File: config.mk
export PLATFORM = sky130hd
export DESIGN_NAME = grfs_ctrl
export DESIGN_NICKNAME = d
export VERILOG_FILES = /design/src/sv/grfs_pkg.sv /design/src/sv/grfs_ctrl.sv
export SDC_FILE = /design/constraint.sdc
export NUM_CORES = 1
export LEC_CHECK = 0
export BUFFER_PORTS_ARGS = -buffer_cell sky130_fd_sc_hd__clkbuf_2
export CORE_MARGIN = 4
export CORE_UTILIZATION = 49
export DETAILED_ROUTE_END_ITERATION = 8
export GPL_ROUTABILITY_DRIVEN = 1
export HOLD_SLACK_MARGIN = 0.05
export MAX_ROUTING_LAYER = met4
export PLACE_DENSITY = 0.75
export SETUP_SLACK_MARGIN = 0.5
export SYNTH_ARGS = -nofsm -noshare
export SYNTH_HDL_FRONTEND = slang
export SYNTH_SLANG_ARGS = --single-unit
File: constraint.sdc
create_clock -name i_clk -period 1.53 [get_ports i_clk]
set_input_delay 0.0765 -clock i_clk [delete_from_list [all_inputs] [get_ports i_clk]]
set_output_delay 0.0765 -clock i_clk [all_outputs]
set_load 0.05 [all_outputs]
File: src/sv/grfs_pkg.sv
// grfs_pkg: shared widths, codes, constants and the arctangent table for the
// haversine radius filter. Used by every module of geo_radius_filter_sort.
// No dependencies.
package grfs_pkg;

    localparam int STORE_DEPTH_DEF  = 32;
    localparam int CORDIC_STEPS_DEF = 24;

    localparam int LAT_W     = 30;
    localparam int LON_W     = 31;
    localparam int ATTR_W    = 8;
    localparam int DIST_W    = 25;
    localparam int CMD_W     = 2;
    localparam int CFG_W     = 31;
    localparam int CFG_IDX_W = 2;
    localparam int RAD_W     = 25;

    localparam int ANG_W  = 34;
    localparam int CRD_W  = 34;
    localparam int TRG_W  = 32;
    localparam int MUL_W  = 33;
    localparam int PROD_W = 2 * MUL_W;
    localparam int A_W    = 61;
    localparam int SQ_W   = 64;
    localparam int STEP_W = 5;

    localparam logic [CFG_IDX_W-1:0] REG_USER_LAT = 2'd0;
    localparam logic [CFG_IDX_W-1:0] REG_USER_LON = 2'd1;
    localparam logic [CFG_IDX_W-1:0] REG_RADIUS   = 2'd2;

    localparam logic [CMD_W-1:0] CMD_ADD      = 2'd0;
    localparam logic [CMD_W-1:0] CMD_FINISH   = 2'd1;
    localparam logic [CMD_W-1:0] CMD_CLEAR    = 2'd2;
    localparam logic [CMD_W-1:0] CMD_RESERVED = 2'd3;

    localparam logic signed [ANG_W-1:0] TURN_UNITS   = 34'sd3019898880;
    localparam logic signed [ANG_W-1:0] QUAD_UNITS   = 34'sd754974720;
    localparam logic signed [MUL_W-1:0] K_LO         = 33'sd54346;
    localparam logic signed [MUL_W-1:0] K_HI         = 33'sd73204;
    localparam int                      K_SPLIT      = 17;
    localparam logic signed [CRD_W-1:0] CORDIC_START = 34'sd652032874;
    localparam logic signed [TRG_W-1:0] ONE_Q30      = 32'sd1073741824;
    localparam logic [A_W-1:0]          ONE_Q60      = 61'h1000_0000_0000_0000;
    localparam logic [SQ_W-1:0]         SQ_BIT_START = 64'h4000_0000_0000_0000;
    localparam logic signed [MUL_W-1:0] EARTH_DIAM_M = 33'sd12742000;
    localparam logic [DIST_W-1:0]       MAX_DIST     = 25'd20015087;
    localparam logic [STEP_W-1:0]       SQ_LAST_STEP = 5'd31;

    typedef logic [4:0] t_op;
    localparam t_op OP_NOP    = 5'd0;
    localparam t_op OP_LOAD   = 5'd1;
    localparam t_op OP_ANGLE  = 5'd2;
    localparam t_op OP_REDUCE = 5'd3;
    localparam t_op OP_QUAD   = 5'd4;
    localparam t_op OP_MUL    = 5'd5;
    localparam t_op OP_ACCSET = 5'd6;
    localparam t_op OP_ACCADD = 5'd7;
    localparam t_op OP_ZINIT  = 5'd8;
    localparam t_op OP_ROT    = 5'd9;
    localparam t_op OP_TRIG   = 5'd10;
    localparam t_op OP_TU     = 5'd11;
    localparam t_op OP_ACLAMP = 5'd12;
    localparam t_op OP_SQINIT = 5'd13;
    localparam t_op OP_SQSTEP = 5'd14;
    localparam t_op OP_SQSAVE = 5'd15;
    localparam t_op OP_VINIT  = 5'd16;
    localparam t_op OP_VEC    = 5'd17;
    localparam t_op OP_DIST   = 5'd18;
    localparam t_op OP_CMP    = 5'd19;
    localparam t_op OP_INS    = 5'd20;
    localparam t_op OP_CLR    = 5'd21;
    localparam t_op OP_EMIT   = 5'd22;

    localparam logic [2:0] MS_KL   = 3'd0;
    localparam logic [2:0] MS_KH   = 3'd1;
    localparam logic [2:0] MS_C1S2 = 3'd2;
    localparam logic [2:0] MS_C2S2 = 3'd3;
    localparam logic [2:0] MS_S1S1 = 3'd4;
    localparam logic [2:0] MS_TU   = 3'd5;
    localparam logic [2:0] MS_Z    = 3'd6;

    typedef struct packed {
        t_op        op;
        logic [2:0] sel;
    } t_cmd;

    typedef struct packed {
        logic step_last;
        logic sq_last;
        logic ya_zero;
        logic in_radius;
        logic cnt_le1;
        logic out_free;
    } t_status;

    function automatic logic [31:0] atan_q30(input logic [STEP_W-1:0] i);
        logic [31:0] v;
        unique case (i)
            5'd0:  v = 32'h3243F6A8;
            5'd1:  v = 32'h1DAC6705;
            5'd2:  v = 32'h0FADBAFC;
            5'd3:  v = 32'h07F56EA6;
            5'd4:  v = 32'h03FEAB76;
            5'd5:  v = 32'h01FFD55B;
            5'd6:  v = 32'h00FFFAAA;
            5'd7:  v = 32'h007FFF55;
            5'd8:  v = 32'h003FFFEA;
            5'd9:  v = 32'h001FFFFD;
            5'd10: v = 32'h000FFFFF;
            5'd11: v = 32'h0007FFFF;
            5'd12: v = 32'h0003FFFF;
            5'd13: v = 32'h0001FFFF;
            5'd14: v = 32'h0000FFFF;
            5'd15: v = 32'h00007FFF;
            5'd16: v = 32'h00003FFF;
            5'd17: v = 32'h00001FFF;
            5'd18: v = 32'h00000FFF;
            5'd19: v = 32'h000007FF;
            5'd20: v = 32'h000003FF;
            5'd21: v = 32'h000001FF;
            5'd22: v = 32'h000000FF;
            5'd23: v = 32'h0000007F;
            5'd24: v = 32'h0000003F;
            5'd25: v = 32'h0000001F;
            5'd26: v = 32'h0000000F;
            5'd27: v = 32'h00000008;
            5'd28: v = 32'h00000004;
            5'd29: v = 32'h00000002;
            5'd30: v = 32'h00000001;
            5'd31: v = 32'h00000000;
        endcase
        return v;
    endfunction

endpackage

File: src/sv/grfs_ctrl.sv
// grfs_ctrl: sequencer that steps the datapath through the distance
// computation, sorted insert and list emission. Depends on grfs_pkg.
module grfs_ctrl (
    input  logic                          i_clk,
    input  logic                          i_rst_n,
    input  logic                          i_in_valid,
    output logic                          o_in_ready,
    input  logic [grfs_pkg::CMD_W-1:0]    i_command,
    input  grfs_pkg::t_status             i_status,
    output grfs_pkg::t_cmd                o_cmd
);
    import grfs_pkg::*;

    localparam logic [4:0] S_IDLE = 5'd0;
    localparam logic [4:0] S_ANG  = 5'd1;
    localparam logic [4:0] S_RED  = 5'd2;
    localparam logic [4:0] S_QUAD = 5'd3;
    localparam logic [4:0] S_MLO  = 5'd4;
    localparam logic [4:0] S_ALO  = 5'd5;
    localparam logic [4:0] S_MHI  = 5'd6;
    localparam logic [4:0] S_AHI  = 5'd7;
    localparam logic [4:0] S_ZI   = 5'd8;
    localparam logic [4:0] S_ROT  = 5'd9;
    localparam logic [4:0] S_TRIG = 5'd10;
    localparam logic [4:0] S_MT   = 5'd11;
    localparam logic [4:0] S_T    = 5'd12;
    localparam logic [4:0] S_MU   = 5'd13;
    localparam logic [4:0] S_U    = 5'd14;
    localparam logic [4:0] S_MS   = 5'd15;
    localparam logic [4:0] S_AS   = 5'd16;
    localparam logic [4:0] S_MTU  = 5'd17;
    localparam logic [4:0] S_ATU  = 5'd18;
    localparam logic [4:0] S_AC   = 5'd19;
    localparam logic [4:0] S_SQI  = 5'd20;
    localparam logic [4:0] S_SQ   = 5'd21;
    localparam logic [4:0] S_SQS  = 5'd22;
    localparam logic [4:0] S_VI   = 5'd23;
    localparam logic [4:0] S_VEC  = 5'd24;
    localparam logic [4:0] S_MD   = 5'd25;
    localparam logic [4:0] S_DIST = 5'd26;
    localparam logic [4:0] S_CMP  = 5'd27;
    localparam logic [4:0] S_INS  = 5'd28;
    localparam logic [4:0] S_FIN  = 5'd29;

    logic [4:0] r_state, n_state;
    logic [1:0] r_j, n_j;
    logic       accept;

    assign o_in_ready = (r_state == S_IDLE);
    assign accept     = o_in_ready && i_in_valid;

    always_comb begin
        n_state = r_state;
        n_j     = r_j;
        o_cmd   = '{op: OP_NOP, sel: 3'd0};
        unique case (r_state)
            S_IDLE: begin
                n_j = 2'd0;
                if (accept) begin
                    priority case (i_command)
                        CMD_ADD: begin
                            o_cmd.op = OP_LOAD;
                            n_state  = S_ANG;
                        end
                        CMD_FINISH: n_state = S_FIN;
                        CMD_CLEAR:  o_cmd.op = OP_CLR;
                        default:    ;
                    endcase
                end
            end
            S_ANG:  begin o_cmd = '{op: OP_ANGLE, sel: {1'b0, r_j}}; n_state = S_RED; end
            S_RED:  begin o_cmd.op = OP_REDUCE; n_state = S_QUAD; end
            S_QUAD: begin o_cmd.op = OP_QUAD; n_state = S_MLO; end
            S_MLO:  begin o_cmd = '{op: OP_MUL, sel: MS_KL}; n_state = S_ALO; end
            S_ALO:  begin o_cmd.op = OP_ACCSET; n_state = S_MHI; end
            S_MHI:  begin o_cmd = '{op: OP_MUL, sel: MS_KH}; n_state = S_AHI; end
            S_AHI:  begin o_cmd = '{op: OP_ACCADD, sel: 3'd1}; n_state = S_ZI; end
            S_ZI:   begin o_cmd.op = OP_ZINIT; n_state = S_ROT; end
            S_ROT: begin
                o_cmd.op = OP_ROT;
                if (i_status.step_last) begin
                    n_state = S_TRIG;
                end
            end
            S_TRIG: begin
                o_cmd   = '{op: OP_TRIG, sel: {1'b0, r_j}};
                n_j     = r_j + 1'b1;
                n_state = (r_j == 2'd3) ? S_MT : S_ANG;
            end
            S_MT:  begin o_cmd = '{op: OP_MUL, sel: MS_C1S2}; n_state = S_T; end
            S_T:   begin o_cmd = '{op: OP_TU, sel: 3'd0}; n_state = S_MU; end
            S_MU:  begin o_cmd = '{op: OP_MUL, sel: MS_C2S2}; n_state = S_U; end
            S_U:   begin o_cmd = '{op: OP_TU, sel: 3'd1}; n_state = S_MS; end
            S_MS:  begin o_cmd = '{op: OP_MUL, sel: MS_S1S1}; n_state = S_AS; end
            S_AS:  begin o_cmd.op = OP_ACCSET; n_state = S_MTU; end
            S_MTU: begin o_cmd = '{op: OP_MUL, sel: MS_TU}; n_state = S_ATU; end
            S_ATU: begin o_cmd = '{op: OP_ACCADD, sel: 3'd0}; n_state = S_AC; end
            S_AC:  begin o_cmd.op = OP_ACLAMP; n_state = S_SQI; end
            S_SQI: begin o_cmd = '{op: OP_SQINIT, sel: {1'b0, r_j}}; n_state = S_SQ; end
            S_SQ: begin
                o_cmd.op = OP_SQSTEP;
                if (i_status.sq_last) begin
                    n_state = S_SQS;
                end
            end
            S_SQS: begin
                o_cmd   = '{op: OP_SQSAVE, sel: {1'b0, r_j}};
                n_j     = r_j + 1'b1;
                n_state = (r_j == 2'd0) ? S_SQI : S_VI;
            end
            S_VI: begin
                o_cmd.op = OP_VINIT;
                n_state  = i_status.ya_zero ? S_MD : S_VEC;
            end
            S_VEC: begin
                o_cmd.op = OP_VEC;
                if (i_status.step_last) begin
                    n_state = S_MD;
                end
            end
            S_MD:   begin o_cmd = '{op: OP_MUL, sel: MS_Z}; n_state = S_DIST; end
            S_DIST: begin o_cmd.op = OP_DIST; n_state = S_CMP; end
            S_CMP:  begin o_cmd.op = OP_CMP; n_state = S_INS; end
            S_INS: begin
                o_cmd.op = i_status.in_radius ? OP_INS : OP_NOP;
                n_state  = S_IDLE;
            end
            S_FIN: begin
                if (i_status.out_free) begin
                    o_cmd.op = OP_EMIT;
                    if (i_status.cnt_le1) begin
                        n_state = S_IDLE;
                    end
                end
            end
            default: n_state = S_IDLE;
        endcase
    end

    always_ff @(posedge i_clk) begin
        if (!i_rst_n) begin
            r_state <= S_IDLE;
            r_j     <= 2'd0;
        end else begin
            r_state <= n_state;
            r_j     <= n_j;
        end
    end

endmodule
==> impl_metrics.json, run 1 <==
{
  "cts_buffer_depth": 2,
  "ys_async_sr_fraction_pct": 0,
  "cts_resized": 58,
  "haltStage": "clock tree synthesis",
  "syn_inst": 142,
  "placement.io_buffers": 19,
  "cts.sinks": 7,
  "rows": 15,
  "dominantRegCellSynth": "dfxtp_1",
  "cts.htree.levels": 1,
  "die_y_um": 52.9,
  "dp.final_hpwl_um": 2870,
  "number_of_warnings_printed_during_yosys_synthesis": 0,
  "error": "[ERROR DPL-0038] Utilization greater than 100%, impossible to legalize",
  "start_util_pct": 54.4,
  "outcome": "did not finish",
  "cts_setup_buffers": 18,
  "synthDistinctLibCells": 46,
  "io-pin-count": 20,
  "gp_routability_congestion": 0.924,
  "placedInstanceArea_um2": 1550,
  "synth_seq_area_share_pct": 14.2,
  "cts_inserted_buffers": 3,
  "cts-hold-fix-buffers": 0,
  "root_buffer": "clkbuf_4",
  "number_of_nets_produced_by_synthesis": 155,
  "postSynthAreaPerCell_um2": 6.97,
  "flip_flop_and_latch_count_after_synthesis": 7,
  "netlist_area_um2": 990,
  "synth_enable_flop_cells": 0,
  "die_w_um": 52.9
}
synth_stat cells (3+ instances only):
cell type	instances	area [µm²]
nor2_1	12	45.0
inv_1	6	22.5
buf_2	5	25.0
dfxtp_1	7	140
o21a_1	3	22.5
nand2b_1	6	37.5
a31oi_1	3	18.8
a21oi_1	14	70.1
o22ai_1	7	43.8
clkbuf_1	3	11.3
nor3_1	3	15.0
o21ai_0	8	40.0
nand2_1	16	60.1
nor2b_1	7	43.8
per-stage QoR:
step	worst slack [ns]	hold slack (ns)	instances	setup TNS (ns)
3_5_place_dp	-0.122	0.405	209	-0.420
3_3_place_gp	-0.0195	0.377	209	-0.0257
2_1_floorplan	-0.425	0.194	142	-2.91
kinds of logic after synthesis:
family,synth area share [%]
xor+xnor,1.77
simple gates,29.7
buf+inv,10.1
compound gates,39.7
flops,14.2
fa+ha+maj,2.53
mux,2.02
==> run 2, diff against run 1 <==
==> config.mk (replaced) <==
export PLATFORM = sky130hd
export DESIGN_NAME = grfs_ctrl
export DESIGN_NICKNAME = d
export VERILOG_FILES = /design/src/sv/grfs_pkg.sv /design/src/sv/grfs_ctrl.sv
export SDC_FILE = /design/constraint.sdc
export NUM_CORES = 1
export LEC_CHECK = 0
export BUFFER_PORTS_ARGS = -buffer_cell sky130_fd_sc_hd__clkbuf_2
export CORE_AREA = 4 4 65 67
export DETAILED_ROUTE_END_ITERATION = 8
export DIE_AREA = 0 0 69 71
export GPL_ROUTABILITY_DRIVEN = 1
export PLACE_DENSITY_LB_ADDON = 0.15
export SYNTH_ARGS = -nofsm -noshare
export SYNTH_HDL_FRONTEND = slang
export SYNTH_SLANG_ARGS = --single-unit
==> constraint.sdc (replaced) <==
create_clock -name i_clk -period 2 [get_ports i_clk]
set_input_delay 0.1 -clock i_clk [delete_from_list [all_inputs] [get_ports i_clk]]
set_output_delay 0.1 -clock i_clk [all_outputs]
set_load 0.05 [all_outputs]
==> run 2 against run 1 <==
The flow now finishes without violations. Synthesized cell count unchanged. Synthesized area is the same.
==> impl_metrics.json, run 2 <==
{
  "placedInstanceArea_um2": 1180,
  "synth_enable_flop_cells": 0,
  "final_critical_path_setup_slack_ns": 0.138,
  "rsz0062_at_grt": "yes",
  "drt_iter0_drc": 70,
  "clock_latency_reported_for_the_late_side_of_the_worst_skew_pair_ns": 0.22,
  "finalClockSkew_ns": 0.00191,
  "clk_pin_slew_worst_paths_ns": 0.04,
  "io-pin-count": 20,
  "netlist_area_um2": 990,
  "grt_antenna_before_repair": 0,
  "postSynthAreaPerCell_um2": 6.97,
  "registers.top_by_ff_count": "r_state",
  "ys_async_sr_fraction_pct": 0,
  "finalSetupTns_ns": 0,
  "p_leak_nw": 0.492,
  "root_buffer": "clkbuf_8",
  "layout_top_registers": "r_state x5, r_j x2",
  "worst_reg_to_reg_path_cell_count": 6,
  "mostFrequentLayoutCell": "clkbuf_2",
  "finalSetupViolCount": 0,
  "dp_slack_ns": 0.232,
  "design_area_um2": 1240,
  "crit_path_end_kind": "output pin",
  "cts_setup_buffers": 0,
  "fmaxAchievable_mhz": 537,
  "ant_nets": 0,
  "dieArea_um2": 4900,
  "grt_overflow_total": 0,
  "commonest_cells_after_routing_fill_and_taps_aside": "clkbuf_2, nand2_1, a21oi_1",
  "layout.nets": 176,
  "timing_worst_slew_pin_value_ns": 0.377,
  "worstSetupPathType": "flop to output pin",
  "vias_per_cell": 5.28,
  "placement.io_buffers": 19,
  "worst_slack_on_hold_paths_ns": 0.189,
  "dominantRegCellSynth": "dfxtp_1",
  "global_route_wire_length_before_repair_um": 5130,
  "synth_top_area_cell": "dfxtp_1",
  "cts.sinks": 7,
  "detail_route.first_pass.iterations": 4,
  "synth_top_cells_by_area": "dfxtp_1, a21oi_1, nand2_1",
  "number_of_warnings_printed_during_yosys_synthesis": 0,
  "critical_path_peak_fanout": 15,
  "fillCellCount": 430,
  "fin_util_pct": 34.2,
  "start_util_pct": 27.2,
  "antenna_diode_count": 0,
  "die_y_um": 71,
  "worst-endpoint-arrival_ns": 1.76,
  "final-instance-count-excl-fill": 210,
  "totalPowerFinal_mw": 2.26,
  "hold-path-cell-count": 2,
  "grt_pass1_vias": 1073,
  "worst_hold_path_type": "primary input to flop",
  "die_w_um": 69,
  "yosys.area.top_type_share_pct": 14.2,
  "synth.cells.most_frequent": "nand2_1, a21oi_1, nor2_1",
  "syn_inst": 142,
  "max-slew-margin-rel_pct": 74.5,
  "post_route_cells_drive_above_1_share_pct": 28.4,
  "num_vias": 1108,
  "category_of_the_worst_setup_path_launch_point": "flop",
  "yosys.cell_count.top_type": "nand2_1",
  "period_minus_slack_ns": 1.86,
  "layout-area-overhead-vs-synth_pct": 25.5,
  "rows": 22,
  "placedCellCount": 206,
  "synth_seq_area_share_pct": 14.2,
  "power.ir.vdd_worst_uv": 514,
  "gr-usage-all-layers_pct": 12.5,
  "final_cycle_share_pct": 93.1,
  "wire_per_inst_um": 14.3,
  "flip_flop_and_latch_count_after_synthesis": 7,
  "dp.final_hpwl_um": 2290,
  "power.density_cell_area_nw_per_um2": 1820,
  "final_hold_viol_count": 0,
  "drc_errors": 0,
  "outcome": "complete, no violations",
  "timing_max_transition_violations_final": 0,
  "grt_start_max_net_pins": 34,
  "number_of_nets_produced_by_synthesis": 155,
  "tritoncts": "built",
  "cts_inserted_buffers": 3,
  "cts_buffer_depth": 2,
  "cts.htree.levels": 1,
  "drt_wl_total_um": 3010,
  "number_of_flip_flops_in_the_largest_register": 5,
  "timing.critical_path.required_ns": 1.90,
  "synthDistinctLibCells": 46,
  "floorplan.core_area_um2": 3630,
  "timing.max_cap.violations": 0,
  "gp_routability_congestion": 0.826
}
## run 2: cell counts after synthesis
No cell type changed its count.
## run 2: layer usage
layer / share of wire (%) / routed length, µm / vias up / global-route usage, %
met2: 51 / 1530 / 17 / 22.7
met4: 1.2 / 37 / 0 / 4.56
met5: 0 / 0 / - / 0
li1: - / - / 558 / -
met1: 46 / 1370 / 528 / 15.2
met3: 2.4 / 72 / 5 / 1.42
## run 2: timing repair
item,in CTS,in global routing
endpoints found under the setup margin,1,7
hold endpoints to repair,0,0
gates cloned,0,0
gates resized for setup,1,8
hold buffers,0,0
## run 2: report_power, final
| part | internal (mW) | switching [mW] | leakage [nW] |
|---|---|---|---|
| Sequential | 0.188 | 0.111 | 0.0583 |
| Combinational | 0.655 | 1.12 | 0.411 |
| Clock | 0.138 | 0.0569 | 0.0228 |
## run 2: logic make-up (layout without fill, tap and decap cells)
kind of cell               after synthesis  count (layout)  synth area share (%)
adders and majority gates                2               2                  2.53
AOI/OAI and AO/OA                       56              56                  39.7
muxes                                    2               2                  2.02
and+or+nand+nor                         54              54                  29.7
DFF                                      7               7                  14.2
buffers and inverters                   19              39                  10.1
xor gates and xnor gates                 2               2                  1.77
## run 2: path summary, 6_finish.rpt
check / slack [ns] / from / to
max: 0.14 / r_state[1] / o_cmd[5]
min: 0.19 / i_rst_n / r_state[3]
max reg2reg: 0.25 / r_state[0] / r_state[3]
min reg2reg: 0.59 / r_j[0] / r_j[0]
## run 2: final cells by class
| cell class | count | area [µm²] | area share, % |
|---|---|---|---|
| Timing Repair Buffer | 28 | 200 | 16.1 |
| Tap cell | 48 | 60.1 | 4.83 |
| Inverter | 7 | 26.3 | 2.11 |
| Multi-Input combinational cell | 116 | 768 | 61.8 |
| Clock buffer | 4 | 45.0 | 3.63 |
| Sequential cell | 7 | 143 | 11.5 |
## run 2: critical path, cell delays in order (launching register included)
cell,delay (ns)
dfxtp_1,0.34
buf_12,0.17
nor2_4,0.13
nor4b_4,0.32
a31oi_1,0.20
o21ai_2,0.09
clkbuf_2,0.29
Note: power is estimated with default switching activity, not from simulation.
==> run 3, diff against run 2 <==
--- a/config.mk
+++ b/config.mk
@@ -5,8 +5,10 @@
 export SDC_FILE = /design/constraint.sdc
 export NUM_CORES = 1
 export LEC_CHECK = 0
+export ABC_AREA = 1
 export BUFFER_PORTS_ARGS = -buffer_cell sky130_fd_sc_hd__clkbuf_2
 export CORE_AREA = 4 4 65 67
+export CTS_CLUSTER_SIZE = 28
 export DETAILED_ROUTE_END_ITERATION = 8
 export DIE_AREA = 0 0 69 71
 export GPL_ROUTABILITY_DRIVEN = 1
==> run 3 against run 2 <==
Total power increased by 10%. Design area increased by 7.8%. Hold slack improved by 0.013 ns. Fmax decreased by 2.2%. Critical path type unchanged. Largest cell class unchanged.
==> impl_metrics.json, run 3 <==
{
  "timing.critical_path.required_ns": 1.90,
  "commonest_cells_after_routing_fill_and_taps_aside": "nand2_1, nor2_1, nand3_1",
  "period_minus_slack_ns": 1.90,
  "layout.nets": 249,
  "gr-usage-all-layers_pct": 14.3,
  "clk_pin_slew_worst_paths_ns": 0.04,
  "layout_top_registers": "r_state x5, r_j x2",
  "dp_slack_ns": 0.136,
  "hold_path.startpoint": "i_rst_n",
  "power.ir.vdd_worst_uv": 498,
  "wire_per_inst_um": 12.5,
  "cts_buffer_depth": 2,
  "synthSimpleGateAreaFrac_pct": 63.0,
  "worst_hold_path_type": "primary input to flop",
  "final_critical_path_setup_slack_ns": 0.0960,
  "yosys.cell_count.top_type": "nand2_1",
  "fin_util_pct": 36.8,
  "synth_top_family_by_area": "simple AND/OR/NAND/NOR gates",
  "synthDistinctLibCells": 25,
  "power.density_cell_area_nw_per_um2": 1860,
  "worst-endpoint-arrival_ns": 1.80,
  "crit_path_end_kind": "output pin",
  "root_buffer": "clkbuf_8",
  "netlist_area_um2": 1050,
  "drt_wl_total_um": 3540,
  "grt_antenna_before_repair": 0,
  "dieArea_um2": 4900,
  "floorplan.core_area_um2": 3630,
  "die_w_um": 69,
  "mostFrequentLayoutCell": "nand2_1",
  "number_of_nets_produced_by_synthesis": 216,
  "ant_nets": 0,
  "cts.htree.levels": 1,
  "number_of_warnings_printed_during_yosys_synthesis": 0,
  "crit_path_largest_cell_delay_ns": 0.31,
  "reg2reg_from": "r_state[1]",
  "drc_errors": 0,
  "finalClockSkew_ns": 0.00111,
  "registers.top_by_ff_count": "r_state",
  "cp-startpoint": "r_state[3]",
  "antenna_diode_count": 0,
  "synth_top_cells_by_area": "nand2_1, nor2_1, dfxtp_1",
  "clock_latency_reported_for_the_late_side_of_the_worst_skew_pair_ns": 0.22,
  "global_route_wire_length_before_repair_um": 5870,
  "synth.cells.most_frequent": "nand2_1, nor2_1, nand3_1",
  "yosys.area.top_type_share_pct": 20.7,
  "die_y_um": 71,
  "finalSetupViolCount": 0,
  "post_synth_xor_area_fraction_pct": 0,
  "dp.final_hpwl_um": 3000,
  "tritoncts": "built",
  "io-pin-count": 20,
  "critical_path_peak_fanout": 4,
  "synth_seq_area_share_pct": 13.3,
  "synth_top_area_cell": "nand2_1",
  "drt_iter0_drc": 174,
  "outcome": "complete, no violations",
  "synth_fa_ha_area_share_pct": 2.38,
  "fmaxAchievable_mhz": 525,
  "category_of_the_worst_setup_path_launch_point": "flop",
  "critical_path_cell_sequence": "buf_4, nand2_1, inv_2, nand3_1, o21a_1, nand3_1, a21oi_1, nand2_1, buf_2",
  "grt_start_max_net_pins": 13,
  "timing_worst_slew_pin_value_ns": 0.280,
  "postSynthAreaPerCell_um2": 5.18,
  "synth_enable_flop_cells": 0,
  "grt_overflow_total": 0,
  "vias_per_cell": 4.97,
  "critical_path.slowest_cell": "dfxtp_1",
  "post_route_cells_drive_above_1_share_pct": 25.1,
  "start_util_pct": 28.9,
  "max-slew-margin-rel_pct": 81.4,
  "final_cycle_share_pct": 95.2,
  "cts_inserted_buffers": 3,
  "p_leak_nw": 0.739,
  "worstSetupPathType": "flop to output pin",
  "gp_routability_congestion": 0.939,
  "grt_pass1_vias": 1302,
  "flip_flop_and_latch_count_after_synthesis": 7,
  "ys_async_sr_fraction_pct": 0,
  "final_hold_viol_count": 0,
  "cts.sinks": 7,
  "synth-compound-area-share_pct": 9.40,
  "worst-r2r-setup-slack_ns": 0.46,
  "num_vias": 1406,
  "muxShareOfSynthArea_pct": 0,
  "rows": 22,
  "layout-area-overhead-vs-synth_pct": 27.4,
  "totalPowerFinal_mw": 2.49,
  "timing_max_transition_violations_final": 0,
  "number_of_flip_flops_in_the_largest_register": 5,
  "detail_route.first_pass.iterations": 4,
  "placement.io_buffers": 19,
  "timing.max_cap.violations": 0,
  "cts-hold-fix-buffers": 0,
  "dominantRegCellSynth": "dfxtp_1",
  "syn_inst": 203
}
## run 3: cell count changes after synthesis, moves of 5 or more
cell      previous run  this run
inv_1                6        18
inv_2                1         7
nand2_1             16        58
nand2b_1             6         0
nand3_1              2        28
nand4_1              0         5
nor2_1              12        39
nor2_2               0         5
nor2b_1              7         0
o22ai_1              7         1
## run 3: what timing repair did
item,4_1_cts,5_1_grt
pin swaps,0,1
buffers inserted,0,1
endpoints found under the setup margin,2,7
gates resized for setup,1,12
## run 3: routing by layer
metal	track usage, %	part of all wire, %
met1	18.3	43
met2	24.4	47
met3	1.70	8.0
met4	6.07	2.4
met5	0	0
## run 3: metrics by stage
step | hold slack (ns) | std cells | instance area [µm²] | setup TNS, ns
4_1_cts | 0.211 | 282 | 1310 | 0
3_5_place_dp | 0.447 | 278 | 1260 | 0
5_1_grt | 0.240 | 283 | 1340 | -0.0571
3_3_place_gp | 0.434 | 278 | 1260 | 0
6_report | 0.203 | 283 | 1340 | 0
2_1_floorplan | 0.294 | 203 | 1050 | 0
## run 3: cell families (layout without fill, tap and decap cells)
kind of cell	Yosys count	in the layout
DFF	7	7
adders and majority gates	2	2
and+or+nand+nor	147	147
buffers and inverters	29	61
AOI/OAI and AO/OA	18	18
## run 3: power breakdown
group	switching (mW)	internal [mW]
registers	0.110	0.203
clock network	0.0550	0.137
logic	1.38	0.604
total	1.55	0.944
## run 3: final timing paths
path,endpoint,cells after the start
worst max-delay path,o_cmd[5],9
worst min-delay path,r_state[0],3
worst max register to register,r_state[4],10
worst min register to register,r_state[3],2
## run 3: worst max-delay path, delay by kind of cell, from the launching register on
kind	cells	cell delay, ns
and+or+nand+nor	4	0.47
buffers and inverters	3	0.45
AOI/OAI and AO/OA	2	0.35
DFF	1	0.31
## run 3: cell type report
| class | count | area (µm²) |
|---|---|---|
| inverter | 25 | 93.8 |
| clock buffer | 4 | 45.0 |
| fill | 440 | 2290 |
| sequential | 7 | 150 |
| tap | 48 | 60.1 |
| multi-input combinational | 167 | 792 |
| timing repair buffer | 32 | 198 |
==> run 4, diff against run 3 <==
--- a/config.mk
+++ b/config.mk
@@ -7,10 +7,12 @@
 export LEC_CHECK = 0
 export ABC_AREA = 1
 export BUFFER_PORTS_ARGS = -buffer_cell sky130_fd_sc_hd__clkbuf_2
-export CORE_AREA = 4 4 65 67
+export CELL_PAD_IN_SITES_DETAIL_PLACEMENT = 2
+export CELL_PAD_IN_SITES_GLOBAL_PLACEMENT = 2
+export CORE_MARGIN = 4
+export CORE_UTILIZATION = 26
 export CTS_CLUSTER_SIZE = 28
 export DETAILED_ROUTE_END_ITERATION = 8
-export DIE_AREA = 0 0 69 71
 export GPL_ROUTABILITY_DRIVEN = 1
 export PLACE_DENSITY_LB_ADDON = 0.15
 export SYNTH_ARGS = -nofsm -noshare
==> run 4 against run 3 <==
Setup slack got worse by 0.0085 ns. Critical path depth decreased by 1. Final cell count up 1.4%. Die area up 4.6%. Clock power barely moved. Flip-flop and latch count unchanged. Critical path type unchanged.
==> impl_metrics.json, run 4 (synthesized netlist as in run 3, its figures left out) <==
{
  "hold_path.startpoint": "i_rst_n",
  "seq_area_um2": 159,
  "registers.top_by_ff_count": "r_state",
  "grt_antenna_before_repair": 0,
  "grt_overflow_total": 0,
  "global_route_wire_length_before_repair_um": 8110,
  "crit_path_frequent_cell": "nand2_1",
  "timing.max_cap.violations": 0,
  "critical-path-top-delay-family": "simple AND/OR/NAND/NOR gates",
  "clk_pin_slew_worst_paths_ns": 0.04,
  "post_route_cells_drive_above_1_share_pct": 29.3,
  "p_int_mw": 1.02,
  "power.ir.vdd_worst_uv": 1230,
  "power_switching_mw": 1.74,
  "crit_path_end_kind": "output pin",
  "period_minus_slack_ns": 1.91,
  "mostFrequentLayoutCell": "nand2_1",
  "worst-endpoint-arrival_ns": 1.81,
  "die_w_um": 71.6,
  "antenna_diode_count": 0,
  "tritoncts": "built",
  "worstSetupPathType": "flop to output pin",
  "clock_network_power_share_pct": 7.0,
  "cts-hold-fix-buffers": 0,
  "number_of_flip_flops_in_the_largest_register": 5,
  "wire_per_inst_um": 17.5,
  "p_comb_share_pct": 80.2,
  "dieArea_um2": 5120,
  "cp-startpoint": "r_state[4]",
  "rows": 22,
  "dp_slack_ns": -0.00349,
  "critical_path_cell_sequence": "buf_4, buf_4, nor2_4, nand2_1, nand2_1, nor4_1, nand2_1, buf_2",
  "timing_worst_slew_pin_value_ns": 0.352,
  "power.density_cell_area_nw_per_um2": 1970,
  "placement.io_buffers": 19,
  "fmaxAchievable_mhz": 523,
  "area_taken_by_multi_input_logic_gates_um2": 812,
  "netSwitchingFraction_pct": 63.0,
  "final_cycle_share_pct": 95.6,
  "gr-usage-all-layers_pct": 20.1,
  "root_buffer": "clkbuf_8",
  "timing.critical_path.required_ns": 1.90,
  "outcome": "complete, no violations",
  "die_y_um": 71.6,
  "drt_iter0_drc": 122,
  "cts_buffer_depth": 2,
  "detail_route.first_pass.iterations": 4,
  "reg2reg_from": "r_state[3]",
  "vias_per_cell": 5.20,
  "category_of_the_worst_setup_path_launch_point": "flop",
  "final_hold_viol_count": 0,
  "clock_latency_reported_for_the_late_side_of_the_worst_skew_pair_ns": 0.22,
  "commonest_cells_after_routing_fill_and_taps_aside": "nand2_1, nor2_1, nand3_1",
  "p_leak_nw": 0.762,
  "finalSetupTns_ns": 0,
  "gp_routability_congestion": 0.950,
  "cts_inserted_buffers": 3,
  "power.share.sequential_pct": 12.8,
  "final_critical_path_setup_slack_ns": 0.0875,
  "drt_wl_total_um": 5020,
  "cts.htree.levels": 1,
  "critical_path_peak_fanout": 10,
  "dp.final_hpwl_um": 4180,
  "floorplan.core_area_um2": 3770,
  "layout.nets": 253,
  "cts.sinks": 7,
  "crit_path_largest_cell_delay_ns": 0.43,
  "ant_nets": 0,
  "grt_pass1_vias": 1561,
  "io-pin-count": 20,
  "max-slew-margin-rel_pct": 76.5,
  "totalPowerFinal_mw": 2.76,
  "fillCellCount": 511,
  "drc_errors": 0,
  "finalSetupViolCount": 0,
  "timing_max_transition_violations_final": 0,
  "start_util_pct": 27.9,
  "finalClockSkew_ns": 0.000507,
  "num_vias": 1493,
  "layout-area-overhead-vs-synth_pct": 33.3,
  "layout_top_registers": "r_state x5, r_j x2",
  "worst_hold_path_type": "primary input to flop",
  "critPathBufInv": 3,
  "critical_path.slowest_cell": "dfxtp_4",
  "grt_start_max_net_pins": 13
}
==> run 4: layout make-up <==
class | instances | share of cell area (%)
clock buffers | 4 | 3.21
flip-flops and latches | 7 | 11.3
inverters | 25 | 6.96
multi-input cells | 167 | 57.9
repair buffers | 36 | 16.3
well taps | 48 | 4.29
==> run 4: metrics by stage <==
step	instance area [µm²]	instances	hold slack, ns	utilization, %
2_1_floorplan	1050	203	0.294	-
3_5_place_dp	1260	278	0.437	33.5
6_report	1400	287	0.210	37.2
4_1_cts	1340	284	0.216	35.6
5_1_grt	1400	287	0.260	37.2
3_3_place_gp	1260	278	0.423	33.5
==> run 4: routing by layer <==
metal,global-route usage [%],routed length [µm],vias to the layer above
li1,-,-,729
met1,27.7,2300,725
met2,35.3,2460,35
met3,0.842,215,4
met4,3.13,46,0
met5,0,0,-
==> run 4: power by group through the flow <==
stage | logic (mW) | registers (mW) | clock network (mW)
2_1_floorplan | 1.47 | 0.249 | 0
3_3_place_gp | 2.02 | 0.310 | 0
3_5_place_dp | 2.07 | 0.320 | 0
4_1_cts | 2.13 | 0.336 | 0.200
5_1_grt | 2.44 | 0.365 | 0.211
6_report | 2.21 | 0.352 | 0.194
==> run 4: timing repair <==
item                                    CTS  global route
pin swaps                                 1             0
buffers inserted                          2             3
resized for setup                         9            17
endpoints found under the setup margin   11             6
==> run 4: final timing paths <==
path                            slack, ns  cells past startpoint    endpoint
worst max-delay path                 0.09                      8    o_cmd[3]
worst min-delay path                 0.21                      3  r_state[1]
worst min register to register       0.52                      2      r_j[0]
worst max register to register       0.32                      9  r_state[2]
==> run 4: worst min-delay path, stage by stage <==
cell and delay (ns):
clkbuf_2 0.07, inv_1 0.11, nor2_1 0.11
